File: config.mk
export PLATFORM = sky130hd
export DESIGN_NAME = mpq_cfg_regs
export DESIGN_NICKNAME = d
export VERILOG_FILES = /design/src/mpq_pkg.sv /design/src/mpq_cfg_regs.sv
export SDC_FILE = /design/constraint.sdc
export NUM_CORES = 1
export LEC_CHECK = 0
export BUFFER_PORTS_ARGS = -buffer_cell sky130_fd_sc_hd__buf_2
export CORE_MARGIN = 2
export CORE_UTILIZATION = 30
export CTS_CLUSTER_SIZE = 20
export DETAILED_ROUTE_END_ITERATION = 10
export PLACE_DENSITY = 0.8
export SLEW_MARGIN = 30
export SYNTH_ARGS = -nofsm -noshare
export SYNTH_HDL_FRONTEND = slang
export SYNTH_SLANG_ARGS = --single-unit
File: constraint.sdc
create_clock -name i_clk -period 0.8 [get_ports i_clk]
set_input_delay 0.08 -clock i_clk [delete_from_list [all_inputs] [get_ports i_clk]]
set_output_delay 0.08 -clock i_clk [all_outputs]
set_load 0.01 [all_outputs]
File: src/mpq_pkg.sv
// shared types, sizes and codes of the multilevel priority fifo
`timescale 1ns / 1ps

package mpq_pkg;

    // storage sizes
    localparam int NUM_LEVELS    = 16;
    localparam int RING_CAPACITY = 16;
    localparam int STORE_DEPTH   = NUM_LEVELS * RING_CAPACITY;

    // derived widths
    localparam int LVL_W  = $clog2(NUM_LEVELS);
    localparam int NLEV_W = $clog2(NUM_LEVELS + 1);
    localparam int SLOT_W = $clog2(RING_CAPACITY);
    localparam int OCC_W  = $clog2(RING_CAPACITY + 1);
    localparam int ADDR_W = LVL_W + SLOT_W;

    // port field widths
    localparam int WORD_W   = 32;
    localparam int FLEVEL_W = 4;
    localparam int STAT_W   = 2;
    localparam int CFG_W    = 5;
    localparam int PADDR_W  = 3;
    localparam int PDATA_W  = 32;

    // register reset values
    localparam logic [CFG_W-1:0] LEVELS_RST = CFG_W'(16);
    localparam logic [CFG_W-1:0] DEPTH_RST  = CFG_W'(16);

    // register indexes
    localparam logic REG_LEVELS = 1'b0;
    localparam logic REG_DEPTH  = 1'b1;

    // commands
    localparam logic CMD_INSERT = 1'b0;
    localparam logic CMD_REMOVE = 1'b1;

    // result status codes
    localparam logic [STAT_W-1:0] ST_OK        = 2'd0;
    localparam logic [STAT_W-1:0] ST_FULL      = 2'd1;
    localparam logic [STAT_W-1:0] ST_EMPTY     = 2'd2;
    localparam logic [STAT_W-1:0] ST_BAD_LEVEL = 2'd3;

    // clamped configuration seen by the ring control
    typedef struct packed {
        logic [NLEV_W-1:0] nlev;
        logic [OCC_W-1:0]  depth;
        logic              flush;
    } t_cfg;

    // outcome of one command and the store access it needs
    typedef struct packed {
        logic [STAT_W-1:0] status;
        logic [LVL_W-1:0]  served_level;
        logic              pop_ok;
        logic              we;
        logic              re;
        logic [ADDR_W-1:0] addr;
    } t_ring_result;

endpackage

File: src/mpq_cfg_regs.sv
// apb configuration registers: level count and ring depth
`timescale 1ns / 1ps

module mpq_cfg_regs (
    input  logic                         i_clk,
    input  logic                         i_rst_n,
    input  logic                         psel,
    input  logic                         penable,
    input  logic                         pwrite,
    input  logic [mpq_pkg::PADDR_W-1:0]  paddr,
    input  logic [mpq_pkg::PDATA_W-1:0]  pwdata,
    output logic [mpq_pkg::PDATA_W-1:0]  prdata,
    output logic                         pready,
    output mpq_pkg::t_cfg                o_cfg
);

    logic [mpq_pkg::CFG_W-1:0] r_levels;
    logic [mpq_pkg::CFG_W-1:0] r_depth;
    logic                      w_wr;
    logic                      w_sel;

    assign pready = 1'b1;
    assign w_sel  = paddr[2];
    assign w_wr   = psel && penable && pwrite;

    // register writes
    always_ff @(posedge i_clk) begin
        if (!i_rst_n) begin
            r_levels <= mpq_pkg::LEVELS_RST;
            r_depth  <= mpq_pkg::DEPTH_RST;
        end else begin
            if (w_wr) begin
                case (w_sel)
                    mpq_pkg::REG_LEVELS: r_levels <= pwdata[mpq_pkg::CFG_W-1:0];
                    mpq_pkg::REG_DEPTH:  r_depth  <= pwdata[mpq_pkg::CFG_W-1:0];
                    default: ;
                endcase
            end
        end
    end

    // read back raw values
    always_comb begin
        prdata = '0;
        case (w_sel)
            mpq_pkg::REG_LEVELS: prdata[mpq_pkg::CFG_W-1:0] = r_levels;
            mpq_pkg::REG_DEPTH:  prdata[mpq_pkg::CFG_W-1:0] = r_depth;
            default:             prdata = '0;
        endcase
    end

    // clamp to the supported ranges; a depth write flushes every ring at the same edge
    always_comb begin
        if (r_levels == '0) begin
            o_cfg.nlev = mpq_pkg::NLEV_W'(1);
        end else if (32'(r_levels) > mpq_pkg::NUM_LEVELS) begin
            o_cfg.nlev = mpq_pkg::NLEV_W'(mpq_pkg::NUM_LEVELS);
        end else begin
            o_cfg.nlev = mpq_pkg::NLEV_W'(r_levels);
        end
        if (r_depth == '0) begin
            o_cfg.depth = mpq_pkg::OCC_W'(1);
        end else if (32'(r_depth) > mpq_pkg::RING_CAPACITY) begin
            o_cfg.depth = mpq_pkg::OCC_W'(mpq_pkg::RING_CAPACITY);
        end else begin
            o_cfg.depth = mpq_pkg::OCC_W'(r_depth);
        end
        o_cfg.flush = w_wr && (w_sel == mpq_pkg::REG_DEPTH);
    end

endmodule

Yosys cells after proc, flatten, opt, wreduce, memory -nomap -nowiden
Cells that the tools add are included.
{ "classes": {"n_lt_le_gt_ge": 2, "n_mux": 5, "bitwise": 1, "n_reduce_logical": 7} }
{ "ops": {"columns": ["op", "count"], "rows": [
  ["two-way mux 5 bit", 4],
  ["greater-than comparator 5 bit, second input constant", 2],
  ["zero test 5 bit", 2],
  ["one-hot mux 5 bit (2 select lines)", 1],
  ["AND reduction 2 bit", 2],
  ["logical AND 1 bit", 3],
  ["inverter 1 bit", 1]
]} }
{ "word_totals": {"register_bits": 10, "input_bits": 40} }

Depth between registers and ports, before layout
Gate-level depths: netlist of run 1.
{ "logic_depth": {"depth_word": 3, "depth_mapped": 4} }

Least setup slack after synthesis of run 1
Ideal clock, no wire load.
{ "synth_path": {"path_kind": "reg2out", "startpoint": "register r_levels[1] in the netlist's numbering", "endpoint": "output o_cfg[6] in the netlist's numbering", "t_arrival_ps": 892, "slack_ps": -172, "path_stages_with_launch": 3, "cell_sequence": "dfxtp_1 or3_1 a21oi_1"} }
{ "synth_rtl": {"columns": ["item", "line", "text"], "rows": [
  ["start: declaration", "mpq_cfg_regs.sv:17", "logic [mpq_pkg::CFG_W-1:0] r_levels;"],
  ["start signal: assignment", "mpq_cfg_regs.sv:29", "r_levels <= mpq_pkg::LEVELS_RST;"],
  ["start signal: assignment", "mpq_cfg_regs.sv:34", "mpq_pkg::REG_LEVELS: r_levels <= pwdata[mpq_pkg::CFG_W-1:0];"],
  ["end: declaration", "mpq_cfg_regs.sv:14", "output mpq_pkg::t_cfg o_cfg"]
]} }

==> metrics.md, run 1 <==
| Metric | Value |
|---|---|
| Status | `finished with violations` |
| Failing checks | `setup timing` |
| FP Rows | `18` |
| Antenna-violating nets left | `0` |
| IO Pins | `84` |
| Worst hold start | `pwdata[0]` |
| Die Y | `~54 um` |
| Leakage | `0.5726 nW` |
| # DRC | `0` |
| Post-Layout Cell Count | `about 160` |
| Final Core Density | `a little under half` |
| Setup CP Type | `flop to output port` |
| Synthesized area | `764.5 sq um` |
| Yosys top cell by area | `buf_4` |
| Total grt overflow | `0` |
| Synth Register Bits | `10` |
| Clock buffer depth | `2` |
| Slowest stage delay, CP | `380 ps` |
| Post-synth top area share | `between 20% and 30%` |
| Critical Path AT | `1270 ps` |
| Met1 Track Usage GR | `11.00%` |
| Mapped Cells | `91` |
| Port bufs | `26` |
| Top FF cell, synth | `dfxtp_1` |
| Post-route setup slack | `-549.4 ps` |
| Crit-path max FO | `2` |
| First-pass DRT Iterations | `4` |
| Via count | `654` |
| Worst R2R End | `r_depth[2]` |
| Crit path capture type | `output port` |
| Largest net degree at the start of global routing | `11` |
| CTS Hold Bufs | `0` |
| Width of the die | `54.48 um` |
| Final Wtd Congestion | `0.7921` |
| Overall Global Routing Usage | `12.61%` |
| Dpl ws | `-209.1 ps` |
| Worst Skew | `0 ps` |
| PD cells | `roughly 1100 nW/um^2` |
| First-pass GRT wire length | `2.546 mm` |
| Post-synth EDFFs | `0` |
| Tightest Hold Check Type | `input port to flop` |
| GRT met3 Usage | `5.738%` |
| Hpwl dp | `1.265 mm` |
| Clk sinks | `10` |
| Netlist cell types | `16` |
| GRT Max-Usage Layer | `met2` |
| Maximum vdd drop | `0.6011 mV` |
| CTS Root Cell | `clkbuf_4` |
| Count leader, synth | `buf_4` |
| Initial antenna violation count | `0` |
| Core area | `2455 sq um` |
| Hold Path Cell Cnt | `3` |
| # setup viols final | `15` |
| Vias in the first global route | `between 500 and 600` |
| Share of cells above drive strength 1 | `53.49%` |
| RSZ-0062 raised after global routing | `yes` |
| Initial drt markers | `8` |
| CP max stage cell | `or3_4` |
| Worst Setup Start Kind | `flop` |
| CTS Buf Count | `3` |
| Routed WL | `between 1.5 and 2 mm` |
| Highest clock rate | `0.7410 GHz` |
| Min Tclk post-route | `1349 ps` |
| Final worst path period share | `168.7%` |
| Nets@finish | `170` |
| Synth cell count leaders | `28 x buf_4, 13 x nand2_1, 10 x dfxtp_1, 10 x mux2i_1, 9 x nor2b_1` |
| Required @ worst endpoint | `between 700 and 800 ps` |
| H-tree Lvls | `1` |
| Fin. Hold Viols | `0` |
| Max-slew violation count | `0` |
| Clk_lat worst skew | `260 ps` |
| Syn. warnings | `0` |
| Reg2reg start | `r_depth[2]` |
| Post-DR wirelength/cell | `11.20 um` |
| Dominant cells by area after synthesis | `buf_4 27%, dfxtp_1 26%, mux2i_1 13%` |
| Placed instance count | `152` |
| Hold endpoint | `r_levels[0]` |
| Area of the die | `2968 sq um` |
| Antenna diodes | `0` |
| FFs w/ async S/R, synth | `0%` |
| R2R depth | `4` |
| Starting Density | `a little under a third` |
| CTS tree | `built` |
| GR Util met2 | `23.49%` |
| Post-synthesis average cell area | `8.401 sq um` |
| Area grow syn2layout | `47.95%` |
| R2R Setup Slk | `roughly 20 ps` |
| Post-synthesis sequential area ratio | `26.19%` |
| Max Cap Viol | `0` |
| Overall Power | `~1.2 mW` |
| CP cell instances | `or3_4 > a21oi_2 > buf_2` |
| Vias/cell | `slightly above 4` |
| Reg clk slew, reported paths | `70 ps` |
==> placed cells by master, fill, tap and decap left out <==
master / netlist / final
nand4_4: 0 / 1
clkbuf_8: 0 / 1
nor2b_1: 9 / 4
inv_1: 3 / 2
o21ai_2: 0 / 1
nand2_1: 13 / 12
inv_2: 0 / 1
nor2b_4: 0 / 4
a21oi_2: 0 / 2
dfxtp_1: 10 / 2
nand2_2: 0 / 1
mux2i_1: 10 / 10
nor2b_2: 0 / 1
conb_1: 2 / 28
buf_2: 1 / 15
dfxtp_4: 0 / 1
mux2_4: 0 / 4
or3_4: 0 / 1
and4b_1: 1 / 1
buf_6: 2 / 22
clkbuf_4: 0 / 3
dfxtp_2: 0 / 7
or3_1: 2 / 1
buf_4: 28 / 4
==> state kept, by name, indices dropped and copies added (netlist names) <==
name	count
r_depth	5
r_levels	5
==> critical path: cells and delay by family, from the launching register on <==
kind	cells	cell delay, ps
AND/OR/NAND/NOR	1	380
flip-flops	1	320
AO/OA/AOI/OAI	1	150
buffers and inverters	1	150
==> how the worst max path moves through the flow <==
stage	from	endpoint
final	r_levels[1]	o_cfg[6]
after global routing	r_levels[1]	o_cfg[6]
after CTS	r_depth[1]	o_cfg[1]
after detailed placement	r_depth[1]	o_cfg[1]
after global placement	r_levels[1]	o_cfg[6]
after floorplan	r_levels[1]	o_cfg[6]
==> logic make-up after synthesis <==
group,synth area share (%)
mux,18.99
flops,26.19
compound gates,1.963
other cells,0.9824
simple gates,18.33
buf+inv,33.55
==> per-layer routing <==
| layer | share of wire, % | wire length, um |
|---|---|---|
| met1 | 35 | 621 |
| met2 | 54 | 963 |
| met3 | 9.3 | 165 |
| met4 | 1.7 | 31 |
| met5 | 0 | 0 |
==> stage by stage <==
| step | cell area, sq um | TNS, ps | hold slack [ps] |
|---|---|---|---|
| floorplan | 869.6 | -249.1 | 241.5 |
| CTS | 1080 | -4184 | 73.37 |
| detailed placement | 882.1 | -1611 | 360.1 |
| finish | 1131 | -4307 | 76.17 |
| global route | 1131 | -5061 | 71.80 |
| global placement | 882.1 | -1327 | 354.4 |
==> timing repair <==
action / CTS / global route
pin swaps: 1 / 0
setup endpoints to repair: 16 / 17
buffers inserted: 1 / 2
resized for setup: 39 / 9
==> cell type report <==
cell class,count,area (sq um)
clock buffers,4,36.28
fillers,232,1324
inverters,3,11.26
multi-input cells,71,480.5
flip-flops and latches,10,212.7
well taps,30,37.54
repair buffers,41,352.8
==> power by group <==
group          switching [mW]  internal [mW]
sequential            0.00933          0.508
clock                   0.177          0.276
combinational           0.144          0.104
total                   0.331          0.888
No activity file was read; power rests on OpenSTA's default activity.
==> run 2: changes to the inputs <==
- CELL_PAD_IN_SITES_DETAIL_PLACEMENT: unset -> 1
- CELL_PAD_IN_SITES_GLOBAL_PLACEMENT: unset -> 2
- CORE_UTILIZATION: 30 -> 14
==> metrics.md, run 2 (same netlist as run 1, synthesis figures left out) <==
| Metric | Value |
|---|---|
| Status | `finished with violations` |
| Failing checks | `setup timing` |
| Vias/cell | `3.215 (-22%)` |
| Core area | `5172 sq um (+110%)` |
| Critical Path AT | `1220 ps (-50 ps)` |
| Worst Setup Start Kind | `flop` |
| CP max stage cell | `or3_4` |
| Crit path capture type | `output port` |
| CTS Root Cell | `clkbuf_8` |
| CP cell instances | `or3_4 > a21oi_2 > buf_2` |
| # setup viols final | `16 (+1)` |
| Clock buffer depth | `2 (unchanged)` |
| Final worst path period share | `163.1% (-5.6 points)` |
| FP Rows | `26 (+8)` |
| Tightest Hold Check Type | `input port to flop` |
| Vias in the first global route | `640 (+6.8%)` |
| Hpwl dp | `1.568 mm (+24%)` |
| Min Tclk post-route | `1305 ps (-44.78 ps)` |
| Highest clock rate | `0.7665 GHz (+3.4%)` |
| Setup CP Type | `flop to output port` |
| IO Pins | `84 (unchanged)` |
| Area grow syn2layout | `57.45%` |
| Fillcell total | `614 (+160%)` |
| Max-slew violation count | `0 (unchanged)` |
| Commonest non-fill, non-tap cell in the layout | `conb_1` |
| Biggest regs | `r_depth (5), r_levels (5)` |
| RSZ-0062 raised after global routing | `yes` |
| Hold Slack | `109.8 ps (+33.60 ps)` |
| Post-route setup slack | `-504.7 ps (+44.78 ps)` |
| Nets@finish | `171 (+0.59%)` |
| Clk sinks | `10 (unchanged)` |
| Leakage | `0.5901 nW (+3.1%)` |
| First-pass GRT wire length | `3.208 mm (+26%)` |
| Crit-path max FO | `2 (unchanged)` |
| Max Cap Viol | `0 (unchanged)` |
| Share of cells above drive strength 1 | `52.31% (-1.2 points)` |
| CTS tree | `built` |
| H-tree Lvls | `1 (unchanged)` |
| Overall Power | `1.412 mW (+16%)` |
| Width of the die | `77.90 um (+43%)` |
| Clk_lat worst skew | `240 ps (-20 ps)` |
| Port bufs | `26 (unchanged)` |
| Die Y | `77.90 um (+43%)` |
| Via count | `643 (-1.7%)` |
| Overall Global Routing Usage | `6.857% (-5.7 points)` |
| Post-DR wirelength/cell | `10.66 um (-4.8%)` |
| Placed inst area | `937.1 sq um (+6.2%)` |
| Fin. Hold Viols | `0 (unchanged)` |
| CTS Buf Count | `3 (unchanged)` |
| Largest net degree at the start of global routing | `9 (-2)` |
| Final instance area | `1204 sq um (+6.4%)` |
| Antenna-violating nets left | `0 (unchanged)` |
| Total grt overflow | `0 (unchanged)` |
| Required @ worst endpoint | `720 ps (about the same)` |
| Antenna diodes | `0 (unchanged)` |
| Initial drt markers | `15 (+7)` |
| Area of the die | `6068 sq um (+100%)` |
| Slowest stage delay, CP | `380 ps (about the same)` |
| Commonest cells after routing, fill and taps aside | `28 x conb_1, 18 x buf_6, 16 x buf_2, 13 x nand2_1, 10 x mux2i_1` |
| First-pass DRT Iterations | `2 (-2)` |
| Final Wtd Congestion | `0.7119 (-10%)` |
| Initial antenna violation count | `0 (unchanged)` |
| Routed WL | `2.132 mm (+20%)` |
| Reg clk slew, reported paths | `50 ps (-20 ps)` |
| # DRC | `0 (unchanged)` |
| PD cells | `1173 nW/um^2 (+8.9%)` |
| Maximum vdd drop | `0.4556 mV (-24%)` |
| Worst Skew | `0 ps (unchanged)` |
| CTS Hold Bufs | `0 (unchanged)` |
| Starting Density | `14.78% (-16 points)` |
[run 2: worst paths after layout]
kind	to	slack [ps]	startpoint	cells past startpoint
setup reg to reg	r_depth[4]	-20	r_depth[4]	4
hold / removal	r_levels[0]	110	pwdata[0]	3
setup / recovery	o_cfg[6]	-500	r_levels[3]	3
hold reg to reg	r_levels[0]	460	r_levels[0]	2
[run 2: power breakdown]
part	total [mW]	internal (mW)	switching [mW]
Sequential	0.519	0.510	0.00898
Combinational	0.261	0.113	0.148
Clock	0.632	0.433	0.200
[run 2: through the flow]
| step | utilization [%] | cells | setup WS, ps | TNS [ps] |
|---|---|---|---|---|
| final | 23.27 | 200 | -504.7 | -3944 |
| after global placement | 18.12 | 191 | -205.8 | -1786 |
| after CTS | 22.86 | 199 | -475.2 | -4241 |
| after floorplan | - | 117 | -125.0 | -249.1 |
| after global routing | 23.27 | 200 | -524.1 | -4547 |
| after detailed placement | 18.12 | 191 | -219.9 | -1948 |
[run 2: critical path: cells and delay by family (launching register included)]
family	cells	cell delay [ps]
compound gates	1	150
buf+inv	1	140
flops	1	310
simple gates	1	380
[run 2: repair_timing]
action                                  CTS  global route
gates resized for setup                  39             9
setup buffers                             4             5
endpoints found under the setup margin   16            18
pin swaps                                 2             2
gates cloned                              0             0
[run 2: final cells by class]
| cell class | instances | area, sq um | share of cell area [%] |
|---|---|---|---|
| clock buffer | 4 | 55.05 | 4.574 |
| inverter | 3 | 11.26 | 0.9356 |
| multi-input combinational | 71 | 467.9 | 38.88 |
| sequential | 10 | 214.0 | 17.78 |
| tap | 70 | 87.58 | 7.277 |
| timing repair buffer | 42 | 367.9 | 30.56 |
[run 2: per-layer routing]
metal | GRT usage [%] | vias to the layer above | routed length [um]
li1 | - | 308 | -
met1 | 6.447 | 297 | 750
met5 | 0 | - | 0
met2 | 13.71 | 34 | 1177
met4 | 3.684 | 0 | 43
met3 | 1.279 | 4 | 162
==> run 3: changes to the inputs <==
- TNS_END_PERCENT: unset -> 10
==> metrics.md, run 3 (same netlist as run 1, synthesis figures left out) <==
| Metric | Value |
|---|---|
| Status | `finished with violations` |
| Failing checks | `setup timing` |
| Max Cap Viol | `0 (unchanged)` |
| Share of cells above drive strength 1 | `45.16% (-7.1 points)` |
| Max-slew violation count | `0 (unchanged)` |
| CTS Buf Count | `3 (unchanged)` |
| Tightest Hold Check Type | `input port to flop` |
| CP delay by family, top | `simple AND/OR/NAND/NOR gates` |
| Vias/cell | `3.206 (-0.27%)` |
| Clk sinks | `10 (unchanged)` |
| Starting Density | `14.78% (unchanged)` |
| Hold Slack | `127.9 ps (+18.12 ps)` |
| IO Pins | `84 (unchanged)` |
| Clk_lat worst skew | `230 ps (about the same)` |
| Width of the die | `77.90 um (unchanged)` |
| CTS Root Cell | `clkbuf_8` |
| Total grt overflow | `0 (unchanged)` |
| CP max stage cell | `or3_4` |
| Final worst path period share | `156.4% (-6.7 points)` |
| Vias in the first global route | `525 (-18%)` |
| Biggest regs | `r_depth (5), r_levels (5)` |
| GRT Max-Usage Layer | `met2` |
| CTS tree | `built` |
| Largest net degree at the start of global routing | `14 (+5)` |
| Core area | `5172 sq um (unchanged)` |
| Post-route setup slack | `-451.2 ps (+53.43 ps)` |
| Met1 Track Usage GR | `6.232% (-0.21 points)` |
| Slowest stage delay, CP | `380 ps (about the same)` |
| Hpwl dp | `1.612 mm (+2.8%)` |
| GR Util met2 | `10.60% (-3.1 points)` |
| Crit-path max FO | `2 (unchanged)` |
| First-pass DRT Iterations | `2 (unchanged)` |
| Placed instance count | `190 (-0.52%)` |
| Area of the die | `6068 sq um (unchanged)` |
| Die Y | `77.90 um (unchanged)` |
| Reg clk slew, reported paths | `50 ps (about the same)` |
| Buf/Inv on CP | `1 (unchanged)` |
| RSZ-0062 raised after global routing | `yes` |
| GRT met3 Usage | `1.512% (+0.23 points)` |
| Critical Path AT | `1170 ps (-50 ps)` |
| Final Core Density | `20.30% (-3.0 points)` |
| Maximum vdd drop | `0.3889 mV (-15%)` |
| FP Rows | `26 (unchanged)` |
| Worst Skew | `0 ps (unchanged)` |
| Required @ worst endpoint | `720 ps (about the same)` |
| Clock buffer depth | `2 (unchanged)` |
| H-tree Lvls | `1 (unchanged)` |
| Nets@finish | `165 (-3.5%)` |
| Commonest non-fill, non-tap cell in the layout | `conb_1` |
| Post-DR wirelength/cell | `9.758 um (-8.5%)` |
| Worst Setup Start Kind | `flop` |
| Via count | `622 (-3.3%)` |
| First-pass GRT wire length | `2.760 mm (-14%)` |
| Commonest cells after routing, fill and taps aside | `28 x conb_1, 22 x buf_2, 13 x nand2_1, 10 x mux2i_1` |
| Fin. Hold Viols | `0 (unchanged)` |
| Final Wtd Congestion | `0.7024 (-1.3%)` |
| # DRC | `0 (unchanged)` |
| Highest clock rate | `0.7992 GHz (+4.3%)` |
| Overall Global Routing Usage | `6.105% (-0.75 points)` |
| Post-Layout Cell Count | `194 (-3.0%)` |
| Initial antenna violation count | `0 (unchanged)` |
| PD cells | `1309 nW/um^2 (+12%)` |
| Antenna diodes | `0 (unchanged)` |
| Overall Power | `1.374 mW (-2.7%)` |
| Routed WL | `1.893 mm (-11%)` |
| CTS Hold Bufs | `0 (unchanged)` |
| Leakage | `0.5217 nW (-12%)` |
| Crit path capture type | `output port` |
| Min Tclk post-route | `1251 ps (-53.43 ps)` |
| Antenna-violating nets left | `0 (unchanged)` |
| # setup viols final | `15 (-1)` |
| Port bufs | `26 (unchanged)` |
| CP cell instances | `or3_4 > a21oi_2 > buf_2` |
| Dpl ws | `-223.4 ps (-3.470 ps)` |
| Initial drt markers | `13 (-2)` |
| Area grow syn2layout | `37.32%` |
| Setup CP Type | `flop to output port` |
[run 3: cell types whose count changed in the layout (fill, tap and decap cells not counted), sizes merged]
cell	before	now
buf	42	36
[run 3: metrics by stage]
stage                     instance area (sq um)  TNS, ps
after global placement                    929.6    -1885
final                                      1050    -3602
after global routing                       1050    -4339
after CTS                                  1047    -3800
after detailed placement                  929.6    -1913
after floorplan                           869.6   -249.1
[run 3: layout make-up]
type / count / area, sq um
well taps: 70 / 87.58
fillers: 626 / 4123
inverters: 3 / 11.26
flip-flops and latches: 10 / 211.5
repair buffers: 36 / 246.5
clock buffers: 4 / 55.05
multi-input cells: 71 / 437.9
[run 3: what timing repair did]
| action | in CTS | in global routing |
|---|---|---|
| cloned | 0 | 0 |
| pin swaps | 2 | 1 |
| setup endpoints to repair | 16 | 16 |
| setup buffers | 0 | 0 |
| resized for setup | 17 | 2 |
[run 3: tightest hold or removal path, stage by stage]
cell,delay (ps)
buf_2,100
nand2_1,70
mux2i_1,70
[run 3: path summary, 6_finish.rpt]
path | startpoint | end | slack, ps | cells after the start
worst max-delay path | r_levels[1] | o_cfg[6] | -450 | 3
worst min-delay path | pwdata[0] | r_levels[0] | 130 | 3
worst max register to register | r_depth[4] | r_depth[4] | 50 | 3
worst min register to register | r_levels[0] | r_levels[0] | 460 | 2
[run 3: power breakdown]
part / switching, mW / leakage, nW / internal (mW) / total [mW]
Clock: 0.200 / 0.0288 / 0.433 / 0.633
Sequential: 0.00992 / 0.0829 / 0.509 / 0.519
Combinational: 0.136 / 0.410 / 0.0863 / 0.222
Total: 0.346 / 0.522 / 1.03 / 1.37
[run 3: metal layers]
metal / share of wire, % / wire (um)
met1: 36 / 673
met2: 53 / 1012
met5: 0 / 0
met3: 9.0 / 170
met4: 2.0 / 38
