File: src/mpq_pkg.sv
// shared types, sizes and codes of the multilevel priority fifo
`timescale 1ns / 1ps

package mpq_pkg;

    // storage sizes
    localparam int NUM_LEVELS    = 16;
    localparam int RING_CAPACITY = 16;
    localparam int STORE_DEPTH   = NUM_LEVELS * RING_CAPACITY;

    // derived widths
    localparam int LVL_W  = $clog2(NUM_LEVELS);
    localparam int NLEV_W = $clog2(NUM_LEVELS + 1);
    localparam int SLOT_W = $clog2(RING_CAPACITY);
    localparam int OCC_W  = $clog2(RING_CAPACITY + 1);
    localparam int ADDR_W = LVL_W + SLOT_W;

    // port field widths
    localparam int WORD_W   = 32;
    localparam int FLEVEL_W = 4;
    localparam int STAT_W   = 2;
    localparam int CFG_W    = 5;
    localparam int PADDR_W  = 3;
    localparam int PDATA_W  = 32;

    // register reset values
    localparam logic [CFG_W-1:0] LEVELS_RST = CFG_W'(16);
    localparam logic [CFG_W-1:0] DEPTH_RST  = CFG_W'(16);

    // register indexes
    localparam logic REG_LEVELS = 1'b0;
    localparam logic REG_DEPTH  = 1'b1;

    // commands
    localparam logic CMD_INSERT = 1'b0;
    localparam logic CMD_REMOVE = 1'b1;

    // result status codes
    localparam logic [STAT_W-1:0] ST_OK        = 2'd0;
    localparam logic [STAT_W-1:0] ST_FULL      = 2'd1;
    localparam logic [STAT_W-1:0] ST_EMPTY     = 2'd2;
    localparam logic [STAT_W-1:0] ST_BAD_LEVEL = 2'd3;

    // clamped configuration seen by the ring control
    typedef struct packed {
        logic [NLEV_W-1:0] nlev;
        logic [OCC_W-1:0]  depth;
        logic              flush;
    } t_cfg;

    // outcome of one command and the store access it needs
    typedef struct packed {
        logic [STAT_W-1:0] status;
        logic [LVL_W-1:0]  served_level;
        logic              pop_ok;
        logic              we;
        logic              re;
        logic [ADDR_W-1:0] addr;
    } t_ring_result;

endpackage

File: src/mpq_ring_ctrl.sv
// per-level head and occupancy, level search and store address generation
`timescale 1ns / 1ps

module mpq_ring_ctrl (
    input  logic                          i_clk,
    input  logic                          i_rst_n,
    input  mpq_pkg::t_cfg                 i_cfg,
    input  logic                          i_fire,
    input  logic                          i_command,
    input  logic [mpq_pkg::FLEVEL_W-1:0]  i_priority_level,
    output mpq_pkg::t_ring_result         o_res
);

    logic [mpq_pkg::SLOT_W-1:0] r_head [mpq_pkg::NUM_LEVELS];
    logic [mpq_pkg::OCC_W-1:0]  r_occ  [mpq_pkg::NUM_LEVELS];

    logic [mpq_pkg::LVL_W-1:0]  w_ins_lvl;
    logic [mpq_pkg::LVL_W-1:0]  w_pop_lvl;
    logic [mpq_pkg::LVL_W-1:0]  w_lvl;
    logic                       w_found;
    logic                       w_bad;
    logic                       w_full;
    logic [mpq_pkg::SLOT_W-1:0] w_head;
    logic [mpq_pkg::OCC_W-1:0]  w_occ;
    logic [mpq_pkg::OCC_W:0]    w_sum;
    logic [mpq_pkg::SLOT_W-1:0] w_tail;
    logic [mpq_pkg::OCC_W-1:0]  w_head_inc;
    logic [mpq_pkg::SLOT_W-1:0] w_head_nxt;
    logic                       w_ins_ok;
    logic                       w_pop_ok;

    assign w_ins_lvl = mpq_pkg::LVL_W'(i_priority_level);
    assign w_bad     = 32'(i_priority_level) >= 32'(i_cfg.nlev);

    // highest non-empty level in use
    always_comb begin
        w_found   = 1'b0;
        w_pop_lvl = '0;
        for (int i = 0; i < mpq_pkg::NUM_LEVELS; i++) begin
            if (i < 32'(i_cfg.nlev) && r_occ[i] != '0) begin
                w_found   = 1'b1;
                w_pop_lvl = mpq_pkg::LVL_W'(i);
            end
        end
    end

    // one level is touched per command
    assign w_lvl  = (i_command == mpq_pkg::CMD_REMOVE) ? w_pop_lvl : w_ins_lvl;
    assign w_head = r_head[w_lvl];
    assign w_occ  = r_occ[w_lvl];
    assign w_full = w_occ >= i_cfg.depth;

    // tail slot, head below depth so one subtract wraps it
    always_comb begin
        w_sum = (mpq_pkg::OCC_W+1)'(w_head) + (mpq_pkg::OCC_W+1)'(w_occ);
        if (w_sum >= (mpq_pkg::OCC_W+1)'(i_cfg.depth)) begin
            w_sum = w_sum - (mpq_pkg::OCC_W+1)'(i_cfg.depth);
        end
        w_tail = mpq_pkg::SLOT_W'(w_sum);
    end

    // head advance with wrap at depth
    always_comb begin
        w_head_inc = mpq_pkg::OCC_W'(w_head) + mpq_pkg::OCC_W'(1);
        w_head_nxt = (w_head_inc == i_cfg.depth) ? '0 : mpq_pkg::SLOT_W'(w_head_inc);
    end

    assign w_ins_ok = (i_command == mpq_pkg::CMD_INSERT) && !w_bad && !w_full;
    assign w_pop_ok = (i_command == mpq_pkg::CMD_REMOVE) && w_found;

    // result status and store access
    always_comb begin
        if (i_command == mpq_pkg::CMD_INSERT) begin
            if (w_bad) begin
                o_res.status = mpq_pkg::ST_BAD_LEVEL;
            end else if (w_full) begin
                o_res.status = mpq_pkg::ST_FULL;
            end else begin
                o_res.status = mpq_pkg::ST_OK;
            end
        end else begin
            o_res.status = w_found ? mpq_pkg::ST_OK : mpq_pkg::ST_EMPTY;
        end
        o_res.served_level = w_pop_ok ? w_pop_lvl : '0;
        o_res.pop_ok       = w_pop_ok;
        o_res.we           = i_fire && w_ins_ok;
        o_res.re           = i_fire && w_pop_ok;
        o_res.addr         = w_pop_ok ? {w_lvl, w_head} : {w_lvl, w_tail};
    end

    // pointer and count update, flush on a depth write
    always_ff @(posedge i_clk) begin
        if (!i_rst_n || i_cfg.flush) begin
            for (int i = 0; i < mpq_pkg::NUM_LEVELS; i++) begin
                r_head[i] <= '0;
                r_occ[i]  <= '0;
            end
        end else if (i_fire) begin
            if (w_ins_ok) begin
                r_occ[w_lvl] <= w_occ + mpq_pkg::OCC_W'(1);
            end else if (w_pop_ok) begin
                r_head[w_lvl] <= w_head_nxt;
                r_occ[w_lvl]  <= w_occ - mpq_pkg::OCC_W'(1);
            end
        end
    end

endmodule

File: config.mk
export PLATFORM = sky130hd
export DESIGN_NAME = mpq_ring_ctrl
export DESIGN_NICKNAME = d
export VERILOG_FILES = /design/src/mpq_pkg.sv /design/src/mpq_ring_ctrl.sv
export SDC_FILE = /design/constraint.sdc
export NUM_CORES = 1
export LEC_CHECK = 0
export ABC_AREA = 1
export BUFFER_PORTS_ARGS = -buffer_cell sky130_fd_sc_hd__buf_2
export CAP_MARGIN = 15
export CORE_MARGIN = 3
export CORE_UTILIZATION = 40
export DETAILED_ROUTE_END_ITERATION = 16
export PLACE_DENSITY = 0.56
export SLEW_MARGIN = 20
export SYNTH_ARGS = -nofsm -noshare
export SYNTH_HDL_FRONTEND = slang
export SYNTH_SLANG_ARGS = --single-unit
File: constraint.sdc
create_clock -name i_clk -period 10.2 [get_ports i_clk]
set_input_delay 0 -clock i_clk [delete_from_list [all_inputs] [get_ports i_clk]]
set_output_delay 0 -clock i_clk [all_outputs]
set_load 0.005 [all_outputs]
* Word-level counts from Yosys, hierarchy flattened
Memories as Yosys holds them, arrays and structs flattened.
Index checks and enable logic that the tools add are counted.
** Storage, ports and cells
- Register bits after elaboration :: 0
- Bits in writable memories :: 144
- Input port bits :: 19
- Output and inout port bits :: 17
- Logic and storage cells :: 130
- Memories :: 2
** Cells by class
- $add $sub $neg :: 5
- Magnitude comparators :: 19
- Eq/ne operators :: 1
- Mux-type cells :: 58
- Bitwise logic cells :: 2
- Reduce and logical (&&, ||, !) cells :: 43
** Memory list
- r_occ :: depth 16, width 5, read ports 17, clocked after memory_dff 0, write ports 16, line mpq_ring_ctrl.sv:15 : logic [mpq_pkg::OCC_W-1:0] r_occ [mpq_pkg::NUM_LEVELS];
- r_head :: depth 16, width 4, read ports 1, clocked after memory_dff 0, write ports 16, line mpq_ring_ctrl.sv:14 : logic [mpq_pkg::SLOT_W-1:0] r_head [mpq_pkg::NUM_LEVELS];
** Operators by type and width (number)
- $mux W4 :: 21
- $reduce_bool A5 Y1 :: 16
- $lt A4 B5 Y1 const A :: 8
- $mux W1 :: 31
- $logic_and A1 B1 Y1 :: 21
- $lt A3 B5 Y1 const A :: 4
- $lt A1 B5 Y1 const A :: 2
- $lt A2 B5 Y1 const A :: 2
- $mux W5 :: 2
- $mux W2 :: 4
- $add A4 B5 Y6 :: 1
- $ge A6 B5 Y1 :: 1
- $add A4 B1 Y5 const B :: 1
- $add A5 B1 Y5 const B :: 1
- $eq A5 B5 Y1 :: 1
- $ge A4 B5 Y1 :: 1
- $ge A5 B5 Y1 :: 1
- $reduce_or A5 Y1 :: 1
- $sub A5 B1 Y5 const B :: 1
- $reduce_or A4 Y1 :: 1
- $sub A4 B4 Y4 :: 1
- $logic_not A1 Y1 :: 3
- $logic_or A1 B1 Y1 :: 1
- $not A1 Y1 :: 1
- $or A1 B1 Y1 :: 1

* Logic depth before layout (Yosys ltp)
Gate-level depths: netlist of the first run.
An unclocked memory read counts as a cell.
- Depth in word-level cells :: 30
- Mapped depth :: 40

* Worst setup path before layout of the first run
Ideal clock, no wire load.
- Kind :: reg-to-reg
- From :: mem r_occ[9][2] (netlist bit)
- To :: mem r_occ[10][0] (netlist bit) (enable)
- Library setup time :: 313 ps
- Arrival time :: 5362 ps
- Data required time :: 9887 ps
- Setup slack :: 4525 ps
- Cell stages (with the launch flop) :: 30
- Period minus slack after synthesis :: 5675 ps
- Cells stage by stage :: edfxtp_1 or2_2 o41ai_1 nand2_1 o21bai_1 nand3_1 nand2_1 nand2_1 nand2_1 o21ai_2 nor2_2 inv_1 clkbuf_1 o22ai_1 o31ai_1 nand2_1 a221oi_1 ha_1 a21boi_0 o21a_1 o21a_1 or2_2 a211oi_1 nand3_1 inv_1 nand2_1 nand2_1 clkbuf_1 nand3_1 nand2_1
** RTL lines (line)
- start, declared :: mpq_ring_ctrl.sv:15

==> summary.md, run 1 <==
| Metric | Value |
|---|---|
| Max-cap check violation count | 0 |
| Clk slew on worst S/H paths | 0.06 ns |
| Residual DRC | 0 |
| Fin. max-slew vios | 0 |
| Fraction of registers with async set/reset | 0% |
| Post-synth EDFFs | 144 |
| Die ar. | 22900 µm² |
| Pin count of the biggest net entering global routing | 53 |
| R2R depth | 28 |
| First-pass GRT wire length | 37400 µm |
| Diodes inserted | 0 |
| Initial antenna violation count | 0 |
| Post-CTS Resized | 0 |
| Commonest non-fill, non-tap cells in the layout | nand2_1 (251), nor2_1 (192), edfxtp_1 (144) |
| Gpl congestion | 0.891 |
| Die Span X | 151 µm |
| Post-Synthesis Cells | 981 |
| Final Cycle Share | 79.0% |
| Area grow syn2layout | 10.8% |
| CTS Buf Count | 17 |
| Final worst slack | 2.15 ns |
| Clk buf depth | 2 |
| Critical Path Max Stage Delay | 0.90 ns |
| Clock Tree Root | clkbuf_16 |
| Worst path slowest cell | nor2_2 |
| Final ANT Viol Nets | 0 |
| Outcome | complete, no violations |
| Routed wire per std cell | 18.6 µm |
| Core ar. | 20500 µm² |
| Syn Area/Cell | 8.62 µm² |
| Hold Violations, Final | 0 |
| CTS tree | built |
| Seq/Total Area, Yosys | 51.1% |
| H-tree Lvls | 4 |
| Clk_skew | 0.0104 ns |
| Ports | 36 |
| Post-Syn Area | 8460 µm² |
| # clock sinks | 144 |
| Hold Crit Class | primary input to primary output |
| Syn_nets | 1025 |
| Leakage | 4.05 nW |
| Final Critical Period | 8.05 ns |
| Die height | 151 µm |
| Initial Util | 41.3% |
| # port buffers | 35 |
| RSZ-0062 raised after global routing | false |
| WL final | 23900 µm |
| Ys Warns | 0 |
| Half-perimeter wire length after placement | 16500 µm |
| Highest clock rate | 0.124 GHz |
| GRT Util Overall | 21.8% |
| Slew @ Worst Pin | 1.14 ns |
| P per Cell Area | 197 nW/µm² |
| Most used DFF post-synth | edfxtp_1 |
| Maximum VDD drop | 151 µV |
| Global route overflow | 0 |
| Vias/cell | 5.33 |
| Most Frequent Cell on Critical Path | nand2_1 |
| Hold-fix buffers, CTS | 0 |
| Placement Setup Slack | 2.35 ns |
| Setup TNS | 0 ns |
| Cell taking the most area after synthesis | edfxtp_1 |
| DRT iter0 DRCs | 693 |
| Via count | 6846 |
| Commonest non-fill, non-tap cell in the layout | nand2_1 |
| Critical Path Sink Type | flip-flop |
| Post-synthesis register bit count | 144 |
| Critical Path Fanout Max | 52 |
| Top-area cell type share of the netlist area | 51.1% |
| Clock latency on the worst-skew pair | 0.42 ns |
| CP required | 10.31 ns |
| Netlist cell types | 47 |
| Buf+Inv Stages, Crit Path | 3 |
| Vias in the first global route | 6448 |
| CP Launch Type | flip-flop |
| Crit path kind | flip-flop to flip-flop |
| Nets@finish | 1047 |
| Drt first pass iters | 7 |
| Family with the most delay on the worst path | simple AND/OR/NAND/NOR gates |
| Final setup viols | 0 |
| Cell Count, Final, Fillers Out | 1284 |
| Row count | 52 |
| Placed cell count | 1254 |
| Placed Area | 8820 µm² |
| Synth area leaders | edfxtp_1 (51%), nand2_1 (11%), nor2_1 (8.6%) |
| Hold depth | 4 |
| Design Area, Final | 9370 µm² |
| Worst EP arrival | 8.16 ns |
| Share of cells above drive strength 1 | 10.7% |
| Slew HR | 24.2% |
| WP depth | 28 |
| Post-CTS setup buffer count | 0 |
==> state kept, by name, indices dropped and copies added (netlist names) <==
name	count
r_occ	80
r_head	64
==> cells in the mapped netlist, types with 2 or more instances <==
cell,count
o31ai_1,3
a31oi_1,3
o211ai_1,3
fa_1,3
o41ai_1,4
o221ai_1,9
o21ai_0,16
inv_2,5
o21a_1,4
buf_2,9
a21oi_1,13
nor2_1,193
o22ai_1,2
o21ai_1,12
buf_4,4
ha_1,22
xnor2_1,6
nand3b_1,21
nand2_4,6
xor2_2,2
a221oi_1,3
nor4_1,5
nand2_1,251
nor2_2,9
nand4_1,5
nor2_4,5
buf_6,6
a22oi_1,19
o21ai_2,2
inv_1,93
edfxtp_1,144
or2_2,3
nor3_1,6
xor2_1,2
clkbuf_1,21
a21oi_2,2
nand3_1,55
==> power breakdown <==
group          switching, mW  leakage (nW)  total (mW)  internal, mW
clock network          0.236         0.259       0.589         0.354
logic                  0.395          2.18       0.566         0.171
registers             0.0121          1.60       0.690         0.678
total                  0.643          4.05        1.85          1.20
==> per-stage QoR <==
step	utilization (%)	hold slack (ns)	power, mW
after floorplan	-	0.0782	1.10
after global placement	43.0	0.308	1.27
after detailed placement	43.0	0.311	1.26
after CTS	45.7	0.313	1.85
after global routing	45.7	0.329	1.94
final	45.7	0.310	1.85
==> path summary, 6_finish.rpt <==
check / startpoint / endpoint / slack [ns]
worst max-delay path: r_occ[7][4] / r_occ[11][4] / 2.15
worst max register to register: r_occ[7][4] / r_occ[11][4] / 2.15
worst min register to register: r_occ[4][0] / r_occ[7][0] / 1.10
worst min-delay path: i_fire / o_res[8] / 0.31
==> cells by family after synthesis <==
kind of cell / share of synthesized area (%)
adders and majority gates: 3.96
xor gates and xnor gates: 1.21
buffers and inverters: 7.06
DFF: 51.1
AOI/OAI and AO/OA: 8.02
and+or+nand+nor: 28.6
==> final cells by class <==
type | count | area, µm²
fill | 1994 | 11100
clock buffer | 18 | 429
tap | 270 | 338
sequential | 144 | 4320
clock inverter | 12 | 121
inverter | 99 | 372
timing repair buffer | 44 | 243
multi-input combinational | 697 | 3550
==> per-layer routing <==
layer  vias to the layer above  routed length [µm]  GRT usage, %
li1                       3315                   -             -
met1                      3204               11200          32.8
met2                       299               10400          32.3
met3                        28                1880          4.04
met4                         0                 377          6.17
met5                         -                   0             0
==> worst min-delay path, cell delays in order <==
cell and delay, ns:
buf_2 0.11, inv_1 0.04, nor2_1 0.04, buf_2 0.12
(Power assumes the default switching activity.)
==> run 2, diff against run 1 <==
Settings changed: PLACE_DENSITY 0.56 to 0.58.
Clock period 10.2 ns to 6.8 ns, I/O delays scaled along.
==> summary.md, run 2 (same netlist as run 1, synthesis figures left out) <==
| Metric | Value |
|---|---|
| WL final | 24000 µm |
| CP required | 6.80 ns |
| Clk buf depth | 2 |
| Layout Utilization | 46.1% |
| Pin count of the biggest net entering global routing | 45 |
| GRT met2 Usage | 32.8% |
| CP Launch Type | flip-flop |
| Fin. max-slew vios | 0 |
| Via count | 6988 |
| Clock power frac | 31.8% |
| Commonest non-fill, non-tap cells in the layout | nand2_1 (251), nor2_1 (192), edfxtp_1 (144) |
| Sequential Power Share | 37.3% |
| Clock latency on the worst-skew pair | 0.43 ns |
| Placement Setup Slack | 0.688 ns |
| Pint | 1.82 mW |
| Crit path kind | flip-flop to primary output |
| Max-cap check violation count | 0 |
| Busiest layer in global routing | met2 |
| Die ar. | 22900 µm² |
| Half-perimeter wire length after placement | 16800 µm |
| Initial antenna violation count | 0 |
| Row count | 52 |
| Routed wire per std cell | 18.6 µm |
| Area grow syn2layout | 11.8% |
| Final Cycle Share | 92.6% |
| Core ar. | 20500 µm² |
| Critical Path Sink Type | primary output |
| Setup TNS | 0 ns |
| Placed Area | 8900 µm² |
| Most Frequent Cell on Critical Path | nand2_1 |
| Largest register FFs | 80 |
| H-tree Lvls | 4 |
| Global route overflow | 0 |
| Critical Path Max Stage Delay | 0.56 ns |
| Worst EP arrival | 6.29 ns |
| Tot Pwr | 2.78 mW |
| Diodes inserted | 0 |
| Drt first pass iters | 5 |
| Final ANT Viol Nets | 0 |
| Clk slew on worst S/H paths | 0.06 ns |
| Hold Crit Class | primary input to flip-flop |
| Placed cell count | 1263 |
| Final worst slack | 0.506 ns |
| Hold-fix buffers, CTS | 0 |
| Final setup viols | 0 |
| Leakage | 4.10 nW |
| Gpl congestion | 1.01 |
| NetSw | 0.965 mW |
| Reg with most FFs | r_occ |
| Hold Slack | 0.231 ns |
| Initial Util | 41.3% |
| GR Util met3 | 4.19% |
| Residual DRC | 0 |
| M1 GR Usage | 31.7% |
| Outcome | complete, no violations |
| # port buffers | 35 |
| Die height | 151 µm |
| Worst path slowest cell | fa_1 |
| DRT iter0 DRCs | 670 |
| Ports | 36 |
| Biggest regs | r_occ (80), r_head (64) |
| Design Area, Final | 9450 µm² |
| RSZ-0062 raised after global routing | false |
| Clock Tree Root | clkbuf_16 |
| Critical Path Fanout Max | 24 |
| Cell Count, Final, Fillers Out | 1294 |
| P per Cell Area | 294 nW/µm² |
| Final Critical Period | 6.29 ns |
| Hold Violations, Final | 0 |
| Maximum VDD drop | 211 µV |
| Slew @ Worst Pin | 1.06 ns |
| Clk_skew | 0.0123 ns |
| Slew HR | 28.9% |
| Die Span X | 151 µm |
| Power share of the combinational group | 30.9% |
| Commonest non-fill, non-tap cell in the layout | nand2_1 |
| Vias in the first global route | 6563 |
| GRT Util Overall | 21.7% |
| Highest clock rate | 0.159 GHz |
| # clock sinks | 144 |
| Sw frac | 34.7% |
| CTS Buf Count | 17 |
| Nets@finish | 1056 |
| Share of cells above drive strength 1 | 11.4% |
| First-pass GRT wire length | 36900 µm |
| Vias/cell | 5.40 |
| CTS tree | built |
| Fillers | 2023 |
==> run 2: final timing paths <==
check / endpoint / startpoint / depth (start not counted) / slack [ns]
max: o_res[2] / r_occ[9][2] / 28 / 0.51
min reg2reg: r_occ[9][0] / r_occ[8][0] / 6 / 1.21
max reg2reg: r_occ[2][2] / r_occ[9][2] / 29 / 0.55
min: r_head[8][2] / i_cfg[0] / 3 / 0.23
==> run 2: routing by layer <==
layer  share of wire, %  wire length, µm
met2                 44            10600
met5                  0                0
met1                 47            11300
met3                7.4             1780
met4                1.6              390
==> run 2: power by group through the flow <==
stage	Combinational (mW)	Clock (mW)	Sequential, mW
after CTS	0.855	0.890	1.04
final	0.859	0.885	1.04
after global placement	0.851	0	1.05
after detailed placement	0.850	0	1.05
after global routing	0.951	0.933	1.04
after floorplan	0.607	0	1.05
==> run 2: what timing repair did <==
item                       in CTS  in global routing
setup endpoints to repair       0                  4
gates resized for setup         0                  1
buffers inserted                0                  0
==> run 2: layout make-up <==
cell class	count	area, µm²	area share (%)
Clock buffer	18	429	4.54
Clock inverter	13	123	1.30
Inverter	99	372	3.93
Multi-Input combinational cell	697	3560	37.6
Sequential cell	144	4320	45.7
Tap cell	270	338	3.57
Timing Repair Buffer	53	310	3.28
==> run 2: worst max-delay path, delay by kind of cell, from the launching register on <==
kind / cells / cell delay, ns
buf+inv: 3 / 0.65
flops: 1 / 0.38
simple gates: 13 / 1.62
compound gates: 9 / 1.94
fa+ha+maj: 3 / 1.26
==> run 3, diff against run 2 <==
Settings changed: PLACE_DENSITY 0.58 to 0.68.
==> summary.md, run 3 (same netlist as run 1, synthesis figures left out) <==
| Metric | Value |
|---|---|
| Biggest regs | r_occ (80), r_head (64) |
| Final Cycle Share | 92.9% |
| Layout Utilization | 46.2% |
| Highest clock rate | 0.158 GHz |
| Placement Setup Slack | 0.302 ns |
| Ports | 36 |
| CTS tree | built |
| Drt first pass iters | 5 |
| Family with the most delay on the worst path | compound AO/OA/AOI/OAI gates |
| Gpl congestion | 0.984 |
| Core ar. | 20500 µm² |
| Clock Tree Root | clkbuf_16 |
| GRT Util Overall | 21.3% |
| Initial antenna violation count | 0 |
| Crit path kind | flip-flop to flip-flop |
| Reg with most FFs | r_occ |
| Commonest non-fill, non-tap cell in the layout | nand2_1 |
| WL final | 23300 µm |
| Final Critical Period | 6.32 ns |
| Fin. max-slew vios | 0 |
| Most Frequent Cell on Critical Path | nand2_1 |
| Hold Slack | 0.338 ns |
| Clk slew on worst S/H paths | 0.06 ns |
| Area grow syn2layout | 12.0% |
| Cell Count, Final, Fillers Out | 1298 |
| Die Span X | 151 µm |
| Commonest non-fill, non-tap cells in the layout | nand2_1 (251), nor2_1 (192), edfxtp_1 (144) |
| Post-CTS setup buffer count | 0 |
| Leakage | 4.10 nW |
| DRT iter0 DRCs | 780 |
| Maximum VDD drop | 193 µV |
| Critical Path Sink Type | flip-flop |
| Buf+Inv Stages, Crit Path | 4 |
| Hold-fix buffers, CTS | 0 |
| Half-perimeter wire length after placement | 16600 µm |
| Critical Path Fanout Max | 24 |
| Clock latency on the worst-skew pair | 0.43 ns |
| Diodes inserted | 0 |
| Clk buf depth | 2 |
| Placed Area | 8910 µm² |
| Setup TNS | 0 ns |
| Slew HR | 30.6% |
| Residual DRC | 0 |
| Nets@finish | 1059 |
| Vias/cell | 5.49 |
| # clock sinks | 144 |
| CP required | 6.92 ns |
| Worst EP arrival | 6.44 ns |
| Tot Pwr | 2.76 mW |
| Routed wire per std cell | 17.9 µm |
| Pin count of the biggest net entering global routing | 36 |
| Final ANT Viol Nets | 0 |
| Row count | 52 |
| H-tree Lvls | 4 |
| Outcome | complete, no violations |
| Fillers | 1977 |
| Die height | 151 µm |
| CTS Buf Count | 17 |
| Hold Crit Class | primary input to flip-flop |
| Max-cap check violation count | 0 |
| # port buffers | 35 |
| CP Launch Type | flip-flop |
| Clk_skew | 0.00780 ns |
| First-pass GRT wire length | 37000 µm |
| Placed cell count | 1266 |
| Largest register FFs | 80 |
| Global route overflow | 0 |
| Vias in the first global route | 6800 |
| P per Cell Area | 291 nW/µm² |
| Worst path slowest cell | edfxtp_1 |
| R2R Setup Slk | 0.48 ns |
| Via count | 7127 |
| Slew @ Worst Pin | 1.04 ns |
| Design Area, Final | 9470 µm² |
| Initial Util | 41.3% |
| Critical Path Max Stage Delay | 0.38 ns |
| Hold Violations, Final | 0 |
| RSZ-0062 raised after global routing | false |
| Share of cells above drive strength 1 | 12.2% |
| Final worst slack | 0.484 ns |
| Final setup viols | 0 |
| Die ar. | 22900 µm² |
-- run 3: final timing paths --
| path | from | to | cells past startpoint |
|---|---|---|---|
| max | r_occ[9][2] | r_occ[15][3] | 29 |
| min | i_cfg[0] | r_head[8][2] | 4 |
| max reg2reg | r_occ[9][2] | r_occ[15][3] | 29 |
| min reg2reg | r_occ[8][0] | r_occ[8][0] | 6 |
-- run 3: power breakdown --
part           total [mW]  switching (mW)  internal, mW
logic               0.853           0.584         0.269
registers            1.04          0.0190          1.02
clock network       0.871           0.370         0.501
-- run 3: repair_timing --
action                     in CTS  in global routing
setup endpoints to repair       0                 69
gates resized for setup         0                  2
hold endpoints to repair        0                  0
-- run 3: tightest hold or removal path, stage by stage --
cell     delay [ns]
buf_2          0.08
nor2_2         0.03
buf_4          0.28
nand2_1        0.22
-- run 3: layer usage --
layer	global-route usage (%)	share of wire, %	vias up
met5	0	0	-
met4	8.39	3.0	0
met3	4.13	9.8	54
met2	33.1	45	415
met1	29.4	42	3314
li1	-	-	3344
-- run 3: cell type report --
type | instances | area [µm²] | share of cell area (%)
multi-input combinational | 697 | 3560 | 37.5
clock inverter | 13 | 115 | 1.21
tap | 270 | 338 | 3.57
inverter | 99 | 375 | 3.96
timing repair buffer | 56 | 333 | 3.51
clock buffer | 19 | 433 | 4.57
sequential | 144 | 4320 | 45.6
